File: src/design/iu_pkg.sv
// ----------------------------------------------------------------------------
// iu_pkg
// Shared types and constants of the integer pixel upscaler.
// ----------------------------------------------------------------------------
`default_nettype none

package iu_pkg;

  // default sizes of the line buffer and the counters
  localparam int MAX_WIDTH_DEF  = 1024;
  localparam int MAX_SCALE_DEF  = 16;
  localparam int MAX_HEIGHT_DEF = 4096;

  // configuration register field widths, pixel and pad widths
  localparam int SCALE_W  = 5;
  localparam int WIDTH_W  = 11;
  localparam int HEIGHT_W = 13;
  localparam int PIXEL_W  = 24;
  localparam int PAD_W    = 2;

  // configuration register indexes
  localparam logic [1:0] REG_SCALE  = 2'd0;
  localparam logic [1:0] REG_WIDTH  = 2'd1;
  localparam logic [1:0] REG_HEIGHT = 2'd2;

  // opcodes of an input item
  typedef enum logic {
    OP_LOAD = 1'b0,
    OP_EMIT = 1'b1
  } opcode_t;

  // input item
  typedef struct packed {
    opcode_t              opcode;
    logic [PIXEL_W-1:0]   src_pixel;
  } in_item_t;

  // result item
  typedef struct packed {
    logic [PIXEL_W-1:0]   out_pixel;
    logic [PAD_W-1:0]     pad_bytes;
    logic                 row_last;
    logic                 frame_last;
  } out_item_t;

  // row and frame markers of an emitted pixel
  typedef struct packed {
    logic [PAD_W-1:0]     pad_bytes;
    logic                 row_last;
    logic                 frame_last;
  } emit_flags_t;

endpackage

`default_nettype wire

File: src/design/iu_ctrl.sv
// ----------------------------------------------------------------------------
// iu_ctrl
// Load and replay counters, buffer addressing and row/frame markers.
// ----------------------------------------------------------------------------
`default_nettype none

module iu_ctrl #(
  parameter int MAX_WIDTH  = iu_pkg::MAX_WIDTH_DEF,
  parameter int MAX_SCALE  = iu_pkg::MAX_SCALE_DEF,
  parameter int MAX_HEIGHT = iu_pkg::MAX_HEIGHT_DEF,
  parameter int AW = (MAX_WIDTH > 1) ? $clog2(MAX_WIDTH) : 1,
  parameter int SW = (MAX_SCALE > 1) ? $clog2(MAX_SCALE) : 1,
  parameter int HW = (MAX_HEIGHT > 1) ? $clog2(MAX_HEIGHT) : 1
) (
  input  wire logic                        clk,
  input  wire logic                        rst_n,
  input  wire logic [iu_pkg::SCALE_W-1:0]  scale,
  input  wire logic [iu_pkg::WIDTH_W-1:0]  src_width,
  input  wire logic [iu_pkg::HEIGHT_W-1:0] src_height,
  input  wire logic                        item_fire,
  input  wire iu_pkg::opcode_t             item_op,
  output logic                             wr_en,
  output logic      [AW-1:0]               wr_addr,
  output logic                             rd_en,
  output logic      [AW-1:0]               rd_addr,
  output iu_pkg::emit_flags_t              flags
);

  logic [AW-1:0] wr_idx_r, wr_idx_nxt;
  logic [AW-1:0] rd_idx_r, rd_idx_nxt;
  logic [SW-1:0] pix_rep_r, pix_rep_nxt;
  logic [SW-1:0] row_rep_r, row_rep_nxt;
  logic [HW-1:0] src_row_r, src_row_nxt;
  logic          replay_r, replay_nxt;

  logic [SW-1:0] s_last;
  logic [AW-1:0] w_last;
  logic [HW-1:0] h_last;
  logic          load, emit;
  logic          pix_end, col_end, rep_end, src_end, row_last;
  logic [AW:0]   w_cnt;
  logic [SW:0]   s_cnt;
  logic [3:0]    pad_prod;

  // last counter positions from the clamped registers
  always_comb begin
    if (scale == '0) begin
      s_last = '0;
    end else if (scale > MAX_SCALE) begin
      s_last = SW'(MAX_SCALE - 1);
    end else begin
      s_last = SW'(scale - 1'b1);
    end
    if (src_width == '0) begin
      w_last = '0;
    end else if (src_width > MAX_WIDTH) begin
      w_last = AW'(MAX_WIDTH - 1);
    end else begin
      w_last = AW'(src_width - 1'b1);
    end
    if (src_height == '0) begin
      h_last = '0;
    end else if (src_height > MAX_HEIGHT) begin
      h_last = HW'(MAX_HEIGHT - 1);
    end else begin
      h_last = HW'(src_height - 1'b1);
    end
  end

  assign load = item_fire && (item_op == iu_pkg::OP_LOAD) && !replay_r;
  assign emit = item_fire && (item_op == iu_pkg::OP_EMIT) && replay_r;

  // end-of-count conditions
  assign pix_end  = pix_rep_r >= s_last;
  assign col_end  = rd_idx_r >= w_last;
  assign rep_end  = row_rep_r >= s_last;
  assign src_end  = src_row_r >= h_last;
  assign row_last = pix_end && col_end;

  // pad bytes: (width * scale) mod 4 from the low bits of each factor
  assign w_cnt    = {1'b0, w_last} + 1'b1;
  assign s_cnt    = {1'b0, s_last} + 1'b1;
  assign pad_prod = {2'b00, w_cnt[1:0]} * {2'b00, s_cnt[1:0]};

  always_comb begin
    flags.pad_bytes  = row_last ? pad_prod[1:0] : '0;
    flags.row_last   = row_last;
    flags.frame_last = row_last && rep_end && src_end;
  end

  // buffer ports
  assign wr_en   = load;
  assign wr_addr = wr_idx_r;
  assign rd_en   = emit;
  assign rd_addr = rd_idx_r;

  // counter next values
  always_comb begin
    wr_idx_nxt  = wr_idx_r;
    rd_idx_nxt  = rd_idx_r;
    pix_rep_nxt = pix_rep_r;
    row_rep_nxt = row_rep_r;
    src_row_nxt = src_row_r;
    replay_nxt  = replay_r;
    if (load) begin
      if (wr_idx_r >= w_last) begin
        wr_idx_nxt = '0;
        replay_nxt = 1'b1;
      end else begin
        wr_idx_nxt = wr_idx_r + 1'b1;
      end
    end
    if (emit) begin
      if (!pix_end) begin
        pix_rep_nxt = pix_rep_r + 1'b1;
      end else begin
        pix_rep_nxt = '0;
        if (!col_end) begin
          rd_idx_nxt = rd_idx_r + 1'b1;
        end else begin
          rd_idx_nxt = '0;
          if (!rep_end) begin
            row_rep_nxt = row_rep_r + 1'b1;
          end else begin
            row_rep_nxt = '0;
            replay_nxt  = 1'b0;
            src_row_nxt = src_end ? '0 : src_row_r + 1'b1;
          end
        end
      end
    end
  end

  // counter registers
  always_ff @(posedge clk) begin
    if (!rst_n) begin
      wr_idx_r  <= '0;
      rd_idx_r  <= '0;
      pix_rep_r <= '0;
      row_rep_r <= '0;
      src_row_r <= '0;
      replay_r  <= 1'b0;
    end else begin
      wr_idx_r  <= wr_idx_nxt;
      rd_idx_r  <= rd_idx_nxt;
      pix_rep_r <= pix_rep_nxt;
      row_rep_r <= row_rep_nxt;
      src_row_r <= src_row_nxt;
      replay_r  <= replay_nxt;
    end
  end

endmodule

`default_nettype wire

File: config.mk
export PLATFORM = sky130hd
export DESIGN_NAME = iu_ctrl
export DESIGN_NICKNAME = d
export VERILOG_FILES = /design/src/design/iu_pkg.sv /design/src/design/iu_ctrl.sv
export SDC_FILE = /design/constraint.sdc
export NUM_CORES = 1
export LEC_CHECK = 0
export ABC_CLOCK_PERIOD_IN_PS = 4800
export BUFFER_PORTS_ARGS = -buffer_cell sky130_fd_sc_hd__buf_2
export CORE_MARGIN = 8
export CORE_UTILIZATION = 57
export CTS_CLUSTER_SIZE = 12
export DETAILED_ROUTE_END_ITERATION = 16
export GPL_TIMING_DRIVEN = 0
export PLACE_DENSITY = 0.87
export SYNTH_ARGS = -nofsm -noshare
export SYNTH_HDL_FRONTEND = slang
export SYNTH_SLANG_ARGS = --single-unit
export TNS_END_PERCENT = 5
File: constraint.sdc
create_clock -name clk -period 4.8 [get_ports clk]
set_input_delay 0.24 -clock clk [delete_from_list [all_inputs] [get_ports clk]]
set_output_delay 0.24 -clock clk [all_outputs]
set_load 0.005 [all_outputs]
### Word-level counts from Yosys, hierarchy flattened

Cells that the tools add are included.

| storage, ports and cells | value |
|---|---|
| bits of input ports | 33 |
| output and inout bits | 26 |
| flip-flop bits (word level) | 41 |
| logic and storage cells | 58 |

| operators by class | value |
|---|---|
| multiplexer cells | 18 |
| multiply operators | 1 |
| add/sub/neg operators | 10 |
| bitwise operators | 1 |
| $lt $le $gt $ge | 8 |
| reduce and logical (&&, ||, !) cells | 14 |

Operators with widths:

| operator | count |
|---|---|
| 10-bit 2-to-1 mux | 4 |
| 12-bit 2-to-1 mux | 3 |
| 10-bit by 1-bit adder with 10-bit output, second input constant | 2 |
| 10-bit >= comparator | 2 |
| 4-bit 2-to-1 mux | 4 |
| 13-bit greater-than comparator, second input constant | 1 |
| 13-bit zero test | 1 |
| 12-bit by 1-bit adder with 12-bit output, second input constant | 1 |
| 12-bit >= comparator | 1 |
| 12-bit by 1-bit subtractor with 12-bit output, second input constant | 1 |
| 11-bit greater-than comparator, second input constant | 1 |
| 11-bit zero test | 1 |
| 10-bit by 1-bit subtractor with 10-bit output, second input constant | 1 |
| 4-bit by 1-bit adder with 4-bit output, second input constant | 2 |
| 4-bit >= comparator | 2 |
| 1-bit logical AND | 7 |
| 1-bit 2-to-1 mux | 6 |
| 5-bit greater-than comparator, second input constant | 1 |
| 5-bit zero test | 1 |
| 2-bit by 1-bit adder with 2-bit output, second input constant | 2 |
| 4-bit AND reduction | 1 |
| 4-bit by 1-bit subtractor with 4-bit output, second input constant | 1 |
| 3-bit AND reduction | 1 |
| 2-bit by 2-bit multiplier with 2-bit output | 1 |
| other kinds (4) | 4 |

### Logic depth before layout (Yosys ltp)

Gate-level depths: netlist of run 1.

| logic depth | value |
|---|---|
| word-level depth | 10 |
| mapped depth | 16 |
| gate-level depth less buffers | 15 |

### Least setup slack after synthesis of run 1

No wires, ideal clock.

| path | value |
|---|---|
| kind | input-to-reg |
| start point | in src_width[0] in the netlist's numbering |
| end point | reg src_row_r[5] |
| setup slack | 1.395 ns |
| library setup time | 0.122 ns |
| path buffers | 1 |
| data required time | 4.678 ns |
| data arrival time | 3.283 ns |
| cell stages on the path | 14 |
| cell sequence | inv_1 -> ha_1 -> nor2b_1 -> nand3_1 -> or4b_2 -> and3_1 -> ha_1 -> o21ai_0 -> nor2_1 -> or3_1 -> o211ai_2 -> nor2b_1 -> buf_2 -> a221o_1 |

| on the way | value |
|---|---|
| cells in the longest elaborated chain, start to end | 5 |
| elaborated cells on any way between the ends | 7 |
| those cells by class | add/sub: 1; order compare: 2; mux: 2; reduce/logical: 2 |

Ends and longest elaborated chain:

| element | RTL line | source |
|---|---|---|
| from (decl) | iu_ctrl.sv:18 | `input wire logic [iu_pkg::WIDTH_W-1:0] src_width,` |
| 10-bit by 1-bit subtractor with 10-bit output or 11-bit greater-than comparator (tied branches) | iu_ctrl.sv:59, iu_ctrl.sv:56 |  |
| 10-bit 2-to-1 mux | iu_ctrl.sv:56 | `end else if (src_width > MAX_WIDTH) begin` |
| 10-bit 2-to-1 mux * | iu_ctrl.sv:54 | `if (src_width == '0) begin` |
| 10-bit >= comparator * | iu_ctrl.sv:75 | `assign col_end = rd_idx_r >= w_last;` |
| 4-bit AND reduction (no source line) * | - |  |
| to (signal assigned) | iu_ctrl.sv:148 | `src_row_r <= src_row_nxt;` |
| to (decl) | iu_ctrl.sv:33 | `logic [HW-1:0] src_row_r, src_row_nxt;` |

Mark *: on every way between the ends. The rest lies on a longest branch, timed or not.
A chain may end at the register's enable or synchronous reset.

==> metrics.json, run 1 <==
{
  "synthesis": {
    "synth.ff_latch_count": 41,
    "synth.yosys.warnings": 0,
    "dominantRegCellSynth": "sky130_fd_sc_hd__dfxtp_1",
    "syn_area_um2": 3460,
    "synth_cell_type_count": 55,
    "avgSynthCellArea_um2": 7.97,
    "synth_edf_count": 0,
    "synth_largest_area_cell": "sky130_fd_sc_hd__dfxtp_1",
    "synthesis.instances": 434,
    "ys_top_cells_by_area": "sky130_fd_sc_hd__dfxtp_1 24%, sky130_fd_sc_hd__ha_1 17%, sky130_fd_sc_hd__xor2_1 6.1%, sky130_fd_sc_hd__nor2_1 5.9%, sky130_fd_sc_hd__nand2_1 3.9%",
    "synth_top_area_share": 0.237,
    "syn_nets": 515,
    "ys_seq_area_frac": 0.237,
    "asyncSetResetFlopFracSynth": 0
  },
  "power": {
    "p_sw_frac": 0.261,
    "pwr-share-comb": 0.145,
    "psw_mw": 0.196,
    "ir_drop_v": 0.000113,
    "share_clk_of_total_power": 0.399,
    "cellLeakagePower_nw": 1.97,
    "power_density_nw_per_um2": 189,
    "intPower_mw": 0.555,
    "pwr-share-seq": 0.456
  },
  "setup_path": {
    "regToRegStartpoint": "row_rep_r[0]",
    "worstPathArrival_ns": 3.66,
    "critPathKind": "primary input to output port",
    "worst_ep_required_time_ns": 4.56,
    "r2r_slack_ns": 2.17,
    "worst_r2r_path_depth": 9,
    "critical_path_peak_fanout": 4,
    "worstReg2RegEnd": "src_row_r[4]",
    "cp-end-kind": "output port",
    "crit_path_start_kind": "primary input"
  },
  "finish": {
    "number_of_antenna_cells_inserted": 0,
    "final_layout_size_suffix_gt1_frac": 0.166,
    "syn2layout_area_growth_pct": 14.6,
    "post-route-util": 0.674,
    "post_layout_nonfiller_instances": 575,
    "nets": 580
  },
  "clock_network": {
    "tritoncts": "yes",
    "cts.repair_timing.setup_buffer_count": 0,
    "clkTransAtPathRegs_ns": 0.08,
    "insertion_delay_ns": 0.30,
    "post_cts_resized": 0,
    "numCtsBuffers": 5,
    "numClockSinks": 41,
    "cts.path.max_buffers": 2,
    "ctsHtreeMaxLevel": 2,
    "cts-hold-fix-buffers": 0,
    "cts.root.buffer_cell": "sky130_fd_sc_hd__clkbuf_8"
  },
  "timing": {
    "worst-slew-pin-transition_ns": 0.760,
    "final_setup_violation_count": 0,
    "maxSlewViolCount": 0,
    "fmax_mhz": 256,
    "fin_tns_setup_ns": 0,
    "finalCritPeriodShare": 0.812,
    "layout_min_cycle_time_ns": 3.90,
    "timing.slew.headroom": 0.489,
    "rsz0062_at_grt": "false",
    "report.final.hold_viol_count": 0,
    "fin_skew_ns": 0.0103
  },
  "min_path": {
    "hold_path.class": "primary input to register",
    "hold_crit_start": "rst_n",
    "whs_path_depth": 3,
    "hold-path-endpoint": "pix_rep_r[0]"
  },
  "detailed_routing": {
    "drt_iter0_markers": 161,
    "vias_per_cell": 5.86,
    "route.vias.total": 3368,
    "ant_nets": 0,
    "avgRoutedWirePerCell_um": 14.5,
    "drt_pass1_iterations": 4,
    "drt-total-wl_mm": 8.33,
    "drcViolationCount": 0
  },
  "global_routing": {
    "first_global_vias": 3289,
    "overflow": 0,
    "grt_util_all_layers": 0.195,
    "first_pass_grt_wire_length_mm": 14.3,
    "maximum_number_of_pins_on_one_net_before_global_route_repair": 14,
    "antenna_found_initial": 0
  },
  "floorplan": {
    "die_y_um": 93.9,
    "die_x_extent_um": 93.9,
    "core-area_um2": 5890,
    "initial_core_util": 0.588,
    "pin_count": 59,
    "std_cell_rows": 28,
    "die-area_um2": 8820
  },
  "place": {
    "portBuffers": 58,
    "place_hpwl_mm": 6.58,
    "placed_cells_incl_taps": 567,
    "globalplace.congestion": 0.884
  },
  "job": {
    "max_cap_viol_count": 0
  },
  "run_status": {
    "outcome": "complete, no violations"
  }
}
final cells by class:
cell class                 count  area (um^2)
multi-input combinational    360         2510
fill                         494         1920
sequential                    41          821
timing repair buffer          58          290
tap                           75         93.8
inverter                      23         86.3
clock buffer                   6         82.6
buffer                        10         47.5
clock inverter                 2         37.5
cell usage after synthesis, types with 2 or more instances:
cell and count:
sky130_fd_sc_hd__a31oi_1 4, sky130_fd_sc_hd__a32o_1 3, sky130_fd_sc_hd__xnor2_1 9, sky130_fd_sc_hd__and3_1 16, sky130_fd_sc_hd__o21ai_0 19, sky130_fd_sc_hd__and2_1 7, sky130_fd_sc_hd__nor4_1 2, sky130_fd_sc_hd__nand2b_1 9
sky130_fd_sc_hd__a221o_1 6, sky130_fd_sc_hd__a22o_1 2, sky130_fd_sc_hd__a21boi_0 6, sky130_fd_sc_hd__nand4_1 14, sky130_fd_sc_hd__a21o_1 7, sky130_fd_sc_hd__nor2_1 54, sky130_fd_sc_hd__xor2_1 24, sky130_fd_sc_hd__mux2i_1 2
sky130_fd_sc_hd__ha_1 48, sky130_fd_sc_hd__nand3_1 16, sky130_fd_sc_hd__nand3b_1 2, sky130_fd_sc_hd__a41oi_1 2, sky130_fd_sc_hd__o21a_1 5, sky130_fd_sc_hd__clkbuf_1 4, sky130_fd_sc_hd__a211oi_1 7, sky130_fd_sc_hd__inv_1 23
sky130_fd_sc_hd__or3_1 4, sky130_fd_sc_hd__nand2_1 36, sky130_fd_sc_hd__or2_2 4, sky130_fd_sc_hd__buf_2 5, sky130_fd_sc_hd__nor2b_1 3, sky130_fd_sc_hd__nor3_1 13, sky130_fd_sc_hd__a21oi_1 12, sky130_fd_sc_hd__dfxtp_1 41
sky130_fd_sc_hd__o31ai_1 3
routing by layer:
layer,up-vias,part of all wire,track usage
li1,1704,-,-
met1,1561,0.45,0.231
met2,87,0.47,0.338
met3,16,0.050,0.0328
met4,0,0.022,0.0779
met5,-,0,0
cells in the final DEF (no fill, tap or decap), drive strengths merged, types with 5 or more instances in the layout:
cell,Yosys,final
a211oi,7,7
nand4,14,14
dfxtp,41,41
a21o,7,7
nor3,13,13
nand2,36,36
xor2,24,24
o21a,5,5
o21ai,20,20
nand3,16,16
nor2,54,54
and2,8,8
a21oi,12,12
a221o,6,6
buf,6,64
clkbuf,4,10
ha,48,48
nand2b,9,9
and3,16,16
xnor2,9,9
inv,23,23
a21boi,6,6
worst max path at each step:
stage,start,to,depth (start not counted)
floorplan,src_width[0],src_row_r[5],14
global placement,src_width[4],src_row_r[8],13
detailed placement,src_width[4],src_row_r[8],13
CTS,src_width[0],flags[0],15
global route,src_width[0],flags[0],15
finish,src_width[0],flags[0],15
critical path, stage by stage:
cell and delay (ns):
sky130_fd_sc_hd__buf_2 0.12, sky130_fd_sc_hd__inv_1 0.07, sky130_fd_sc_hd__ha_1 0.23, sky130_fd_sc_hd__nor2b_1 0.21, sky130_fd_sc_hd__nand3_1 0.17, sky130_fd_sc_hd__or4b_2 0.63, sky130_fd_sc_hd__and3_1 0.23, sky130_fd_sc_hd__ha_1 0.29
sky130_fd_sc_hd__nand4_1 0.13, sky130_fd_sc_hd__nor3_1 0.48, sky130_fd_sc_hd__nor2_1 0.16, sky130_fd_sc_hd__or2_2 0.36, sky130_fd_sc_hd__inv_1 0.08, sky130_fd_sc_hd__and3_1 0.15, sky130_fd_sc_hd__buf_2 0.12
kinds of logic (layout without fill, tap and decap cells):
logic type / Yosys count / after routing / share of synthesized area
xor gates and xnor gates: 33 / 33 / 0.0835
and+or+nand+nor: 188 / 188 / 0.272
AOI/OAI and AO/OA: 87 / 87 / 0.183
adders and majority gates: 49 / 49 / 0.176
buffers and inverters: 33 / 99 / 0.0387
muxes: 3 / 3 / 0.00904
DFF: 41 / 41 / 0.237
flip-flops by register name, summed over array words and instances, names as in the netlist:
| name | count |
|---|---|
| src_row_r | 12 |
| pix_rep_r | 4 |
| rd_addr | 10 |
| replay_r | 1 |
| wr_addr | 10 |
| row_rep_r | 4 |
power groups by stage:
stage	sequential (mW)	clock [mW]	combinational [mW]
floorplan	0.350	0	0.0640
CTS	0.343	0.303	0.108
global placement	0.351	0	0.100
global route	0.343	0.312	0.123
finish	0.343	0.300	0.109
detailed placement	0.351	0	0.106
through the flow:
stage | hold slack, ns | instance area [um^2] | power [mW] | setup WS [ns]
3_3_place_gp | 0.462 | 3840 | 0.451 | 0.881
5_1_grt | 0.365 | 3970 | 0.778 | 0.614
4_1_cts | 0.330 | 3970 | 0.754 | 0.939
2_1_floorplan | 0.440 | 3460 | 0.414 | 1.40
3_5_place_dp | 0.483 | 3840 | 0.457 | 0.714
6_report | 0.338 | 3970 | 0.751 | 0.901
Power figures use the tool's default switching activity.
==> run 2: changes to the inputs <==
--- a/config.mk
+++ b/config.mk
@@ -5,14 +5,14 @@
 export SDC_FILE = /design/constraint.sdc
 export NUM_CORES = 1
 export LEC_CHECK = 0
-export ABC_CLOCK_PERIOD_IN_PS = 4800
+export ABC_CLOCK_PERIOD_IN_PS = 3250
 export BUFFER_PORTS_ARGS = -buffer_cell sky130_fd_sc_hd__buf_2
 export CORE_MARGIN = 8
-export CORE_UTILIZATION = 57
+export CORE_UTILIZATION = 52
 export CTS_CLUSTER_SIZE = 12
 export DETAILED_ROUTE_END_ITERATION = 16
 export GPL_TIMING_DRIVEN = 0
-export PLACE_DENSITY = 0.87
+export PLACE_DENSITY = 0.84
 export SYNTH_ARGS = -nofsm -noshare
 export SYNTH_HDL_FRONTEND = slang
 export SYNTH_SLANG_ARGS = --single-unit
==> constraint.sdc (replaced) <==
create_clock -name clk -period 3.25 [get_ports clk]
set_input_delay 0.1625 -clock clk [delete_from_list [all_inputs] [get_ports clk]]
set_output_delay 0.1625 -clock clk [all_outputs]
set_load 0.005 [all_outputs]
==> metrics.json, run 2 (synthesis results as in run 1) <==
{
  "power": {
    "psw": {"value": 0.294, "unit": "mW", "change": "+50%"},
    "cellLeakagePower": {"value": 2.08, "unit": "nW", "change": "+5.4%"},
    "pwr-share-comb": {"value": 0.171, "change": "+0.026"},
    "pwr-share-seq": {"value": 0.459, "change": "+0.003"},
    "power_density": {"value": 254, "unit": "nW/um^2", "change": "+34%"},
    "total_power": {"value": 1.10, "unit": "mW", "change": "+47%"},
    "p_sw_frac": {"value": 0.267, "change": "+0.00594"},
    "ir_drop": {"value": 0.000183, "unit": "V", "change": "+62%"},
    "intPower": {"value": 0.807, "unit": "mW", "change": "+45%"},
    "share_clk_of_total_power": {"value": 0.370, "change": "-0.029"}
  },
  "detailed_routing": {
    "drt-total-wl": {"value": 9.35, "unit": "mm", "change": "+12%"},
    "wl_met1": {"value": 4.00, "unit": "mm", "change": "+6.3%"},
    "drcViolationCount": {"value": 0, "change": "unchanged"},
    "met3_wirelength": {"value": 513, "unit": "um", "change": "+22%"},
    "met2_wirelength": {"value": 4.61, "unit": "mm", "change": "+17%"},
    "avgRoutedWirePerCell": {"value": 15.8, "unit": "um", "change": "+9.1%"},
    "vias_per_cell": {"value": 5.90, "change": "+0.70%"},
    "ant_nets": {"value": 0, "change": "unchanged"},
    "drt_pass1_iterations": {"value": 4, "change": "unchanged"},
    "route.vias.total": {"value": 3492, "change": "+3.7%"},
    "drt_iter0_markers": {"value": 216, "change": "+34%"},
    "top_signal_layer_used": "met4"
  },
  "timing": {
    "hold_slack": {"value": 0.259, "unit": "ns", "change": "-0.0788 ns"},
    "fin_tns_setup": {"value": 0, "unit": "ns", "change": "unchanged"},
    "worst_slack": {"value": 0.0586, "unit": "ns", "change": "-0.842 ns"},
    "maxSlewViolCount": {"value": 0, "change": "unchanged"},
    "finalCritPeriodShare": 0.982,
    "fin_skew": {"value": 0.00826, "unit": "ns", "change": "-0.00204 ns"},
    "rsz0062_at_grt": "true",
    "final_setup_violation_count": {"value": 0, "change": "unchanged"},
    "worst-slew-pin-transition": {"value": 0.714, "unit": "ns", "change": "-0.0463 ns"},
    "layout_min_cycle_time_ns": 3.19,
    "report.final.hold_viol_count": {"value": 0, "change": "unchanged"},
    "fmax_mhz": 313,
    "timing.slew.headroom": {"value": 0.519, "change": "+0.0305"}
  },
  "floorplan": {
    "pin_count": {"value": 59, "change": "unchanged"},
    "core-area": {"value": 6390, "unit": "um^2", "change": "+8.5%"},
    "die-area": {"value": 9520, "unit": "um^2", "change": "+7.9%"},
    "die_x_extent": {"value": 97.6, "unit": "um", "change": "+3.9%"},
    "std_cell_rows": {"value": 29, "change": "+3.6%"},
    "die_y": {"value": 97.6, "unit": "um", "change": "+3.9%"},
    "initial_core_util": {"value": 0.542, "change": "-0.0461"}
  },
  "setup_path": {
    "crit_path_start_kind": "primary input",
    "crit_path_max_incr_delay": {"value": 0.41, "unit": "ns", "change": "-0.22 ns"},
    "crit_path_cell_trace": "buf_2, or3_4, o41ai_4, buf_4, a21boi_2, ha_4, a211oi_2, nor2_1, or3_4, nor2_4, or2_4, inv_2, and3_4, buf_6",
    "critPathKind": "primary input to output port",
    "worstReg2RegEnd": "src_row_r[3]",
    "critPathMostFrequentCell": "sky130_fd_sc_hd__or3_4",
    "r2r_slack": {"value": 0.73, "unit": "ns", "change": "-1.44 ns"},
    "crit_path_top_delay_cell": "sky130_fd_sc_hd__or3_4",
    "worstPathBufferInverterCount": {"value": 4, "change": "unchanged"},
    "critical_path_peak_fanout": {"value": 3, "change": "-1"},
    "cp-end-kind": "output port",
    "worst_r2r_path_depth": {"value": 9, "change": "unchanged"},
    "critical_path_depth": {"value": 14, "change": "-1"},
    "worstPathArrival": {"value": 3.03, "unit": "ns", "change": "-0.63 ns"},
    "worst_ep_required_time": {"value": 3.09, "unit": "ns", "change": "-1.47 ns"},
    "regToRegStartpoint": "row_rep_r[0]",
    "critical_path.top_delay_family": "simple AND/OR/NAND/NOR gates"
  },
  "min_path": {
    "hold_path.class": "primary input to register",
    "whs_path_depth": {"value": 4, "change": "+1"},
    "hold-path-endpoint": "wr_addr[0]",
    "hold_crit_start": "item_op"
  },
  "clock_network": {
    "clkTransAtPathRegs": {"value": 0.08, "unit": "ns", "change": "about the same"},
    "cts.path.max_buffers": {"value": 2, "change": "unchanged"},
    "numCtsBuffers": {"value": 5, "change": "unchanged"},
    "cts.root.buffer_cell": "sky130_fd_sc_hd__clkbuf_8",
    "tritoncts": "yes",
    "insertion_delay": {"value": 0.30, "unit": "ns", "change": "about the same"},
    "numClockSinks": {"value": 41, "change": "unchanged"},
    "ctsHtreeMaxLevel": {"value": 2, "change": "unchanged"}
  },
  "global_routing": {
    "antenna_found_initial": {"value": 0, "change": "unchanged"},
    "first_global_vias": {"value": 3547, "change": "+7.8%"},
    "first_pass_grt_wire_length": {"value": 15.4, "unit": "mm", "change": "+7.8%"},
    "grt_util_all_layers": {"value": 0.188, "change": "-0.00695"},
    "overflow": {"value": 0, "change": "unchanged"},
    "maximum_number_of_pins_on_one_net_before_global_route_repair": {"value": 13, "change": "-1"}
  },
  "place": {
    "portBuffers": {"value": 58, "change": "unchanged"},
    "place_hpwl": {"value": 6.67, "unit": "mm", "change": "+1.4%"},
    "globalplace.congestion": {"value": 0.907, "change": "+2.5%"},
    "placed_cells_incl_taps": {"value": 569, "change": "+0.35%"},
    "dpl-instance-area": {"value": 3880, "unit": "um^2", "change": "+0.81%"},
    "detailedPlace.worstSlack": {"value": -0.523, "unit": "ns", "change": "-1.24 ns"}
  },
  "run_status": {
    "outcome": "complete, no violations"
  },
  "finish": {
    "nets": {"value": 596, "change": "+2.8%"},
    "largest_register_ff_count": {"value": 12, "change": "unchanged"},
    "syn2layout_area_growth_pct": 25.2,
    "most-common-layout-cells": "58 x sky130_fd_sc_hd__buf_2, 53 x sky130_fd_sc_hd__nor2_1, 44 x sky130_fd_sc_hd__ha_1, 41 x sky130_fd_sc_hd__dfxtp_1, 35 x sky130_fd_sc_hd__nand2_1",
    "number_of_antenna_cells_inserted": {"value": 0, "change": "unchanged"},
    "final_layout_size_suffix_gt1_frac": {"value": 0.260, "change": "+0.0942"},
    "layout.cells.most_common": "sky130_fd_sc_hd__buf_2",
    "post_layout_nonfiller_instances": {"value": 592, "change": "+3.0%"},
    "max_flop_register": "src_row_r",
    "post-route-util": {"value": 0.678, "change": "+0.00480"},
    "fin_area": {"value": 4330, "unit": "um^2", "change": "+9.3%"}
  },
  "job": {
    "max_cap_viol_count": {"value": 0, "change": "unchanged"}
  }
}
[run 2: cell types whose count changed in the layout (fill, tap and decap cells not counted), moves of 4 or more]
cell                       change
sky130_fd_sc_hd__o21ai_0       -5
sky130_fd_sc_hd__buf_2         -5
sky130_fd_sc_hd__a211oi_2      +6
sky130_fd_sc_hd__a211oi_1      -6
sky130_fd_sc_hd__buf_6         +4
sky130_fd_sc_hd__nor3_1        -5
sky130_fd_sc_hd__ha_4          +4
sky130_fd_sc_hd__buf_4        +16
sky130_fd_sc_hd__ha_1          -4
[run 2: timing repair]
action	in CTS	in global routing
gates resized for setup	19	38
hold buffers	0	0
buffers inserted	7	9
setup endpoints to repair	25	27
pin swaps	10	19
gates cloned	0	0
[run 2: layer usage]
layer,track usage,vias to the layer above
met3,0.0413,18
met5,0,-
met1,0.210,1628
met4,0.0956,0
met2,0.325,110
li1,-,1736
[run 2: power groups by stage]
stage	Clock, mW	Combinational [mW]	Sequential (mW)
floorplan	0	0.0952	0.517
CTS	0.409	0.169	0.506
global placement	0	0.150	0.518
detailed placement	0	0.158	0.518
finish	0.407	0.188	0.506
global route	0.433	0.210	0.506
[run 2: how the worst max path moves through the flow]
stage                       start  slack [ns]            to
floorplan            src_width[0]        0.01  src_row_r[5]
global placement     src_width[4]       -0.44  src_row_r[7]
detailed placement  src_height[3]       -0.52  src_row_r[4]
CTS                  src_width[1]       0.004      flags[0]
global route        src_height[5]       -0.08      flags[0]
finish               src_width[4]        0.06      flags[0]
[run 2: final cells by class]
class                      instances  area, um^2
fill                             501        2050
timing repair buffer              74         433
multi-input combinational        360        2730
tap                               77        96.3
clock inverter                     2        35.0
inverter                          23        86.3
clock buffer                       5        68.8
buffer                            10        61.3
sequential                        41         821
[run 2: worst min-delay path, stage by stage]
cell and delay [ns]:
sky130_fd_sc_hd__buf_2 0.09, sky130_fd_sc_hd__nor3b_2 0.08, sky130_fd_sc_hd__xnor2_1 0.15, sky130_fd_sc_hd__nor2_1 0.04
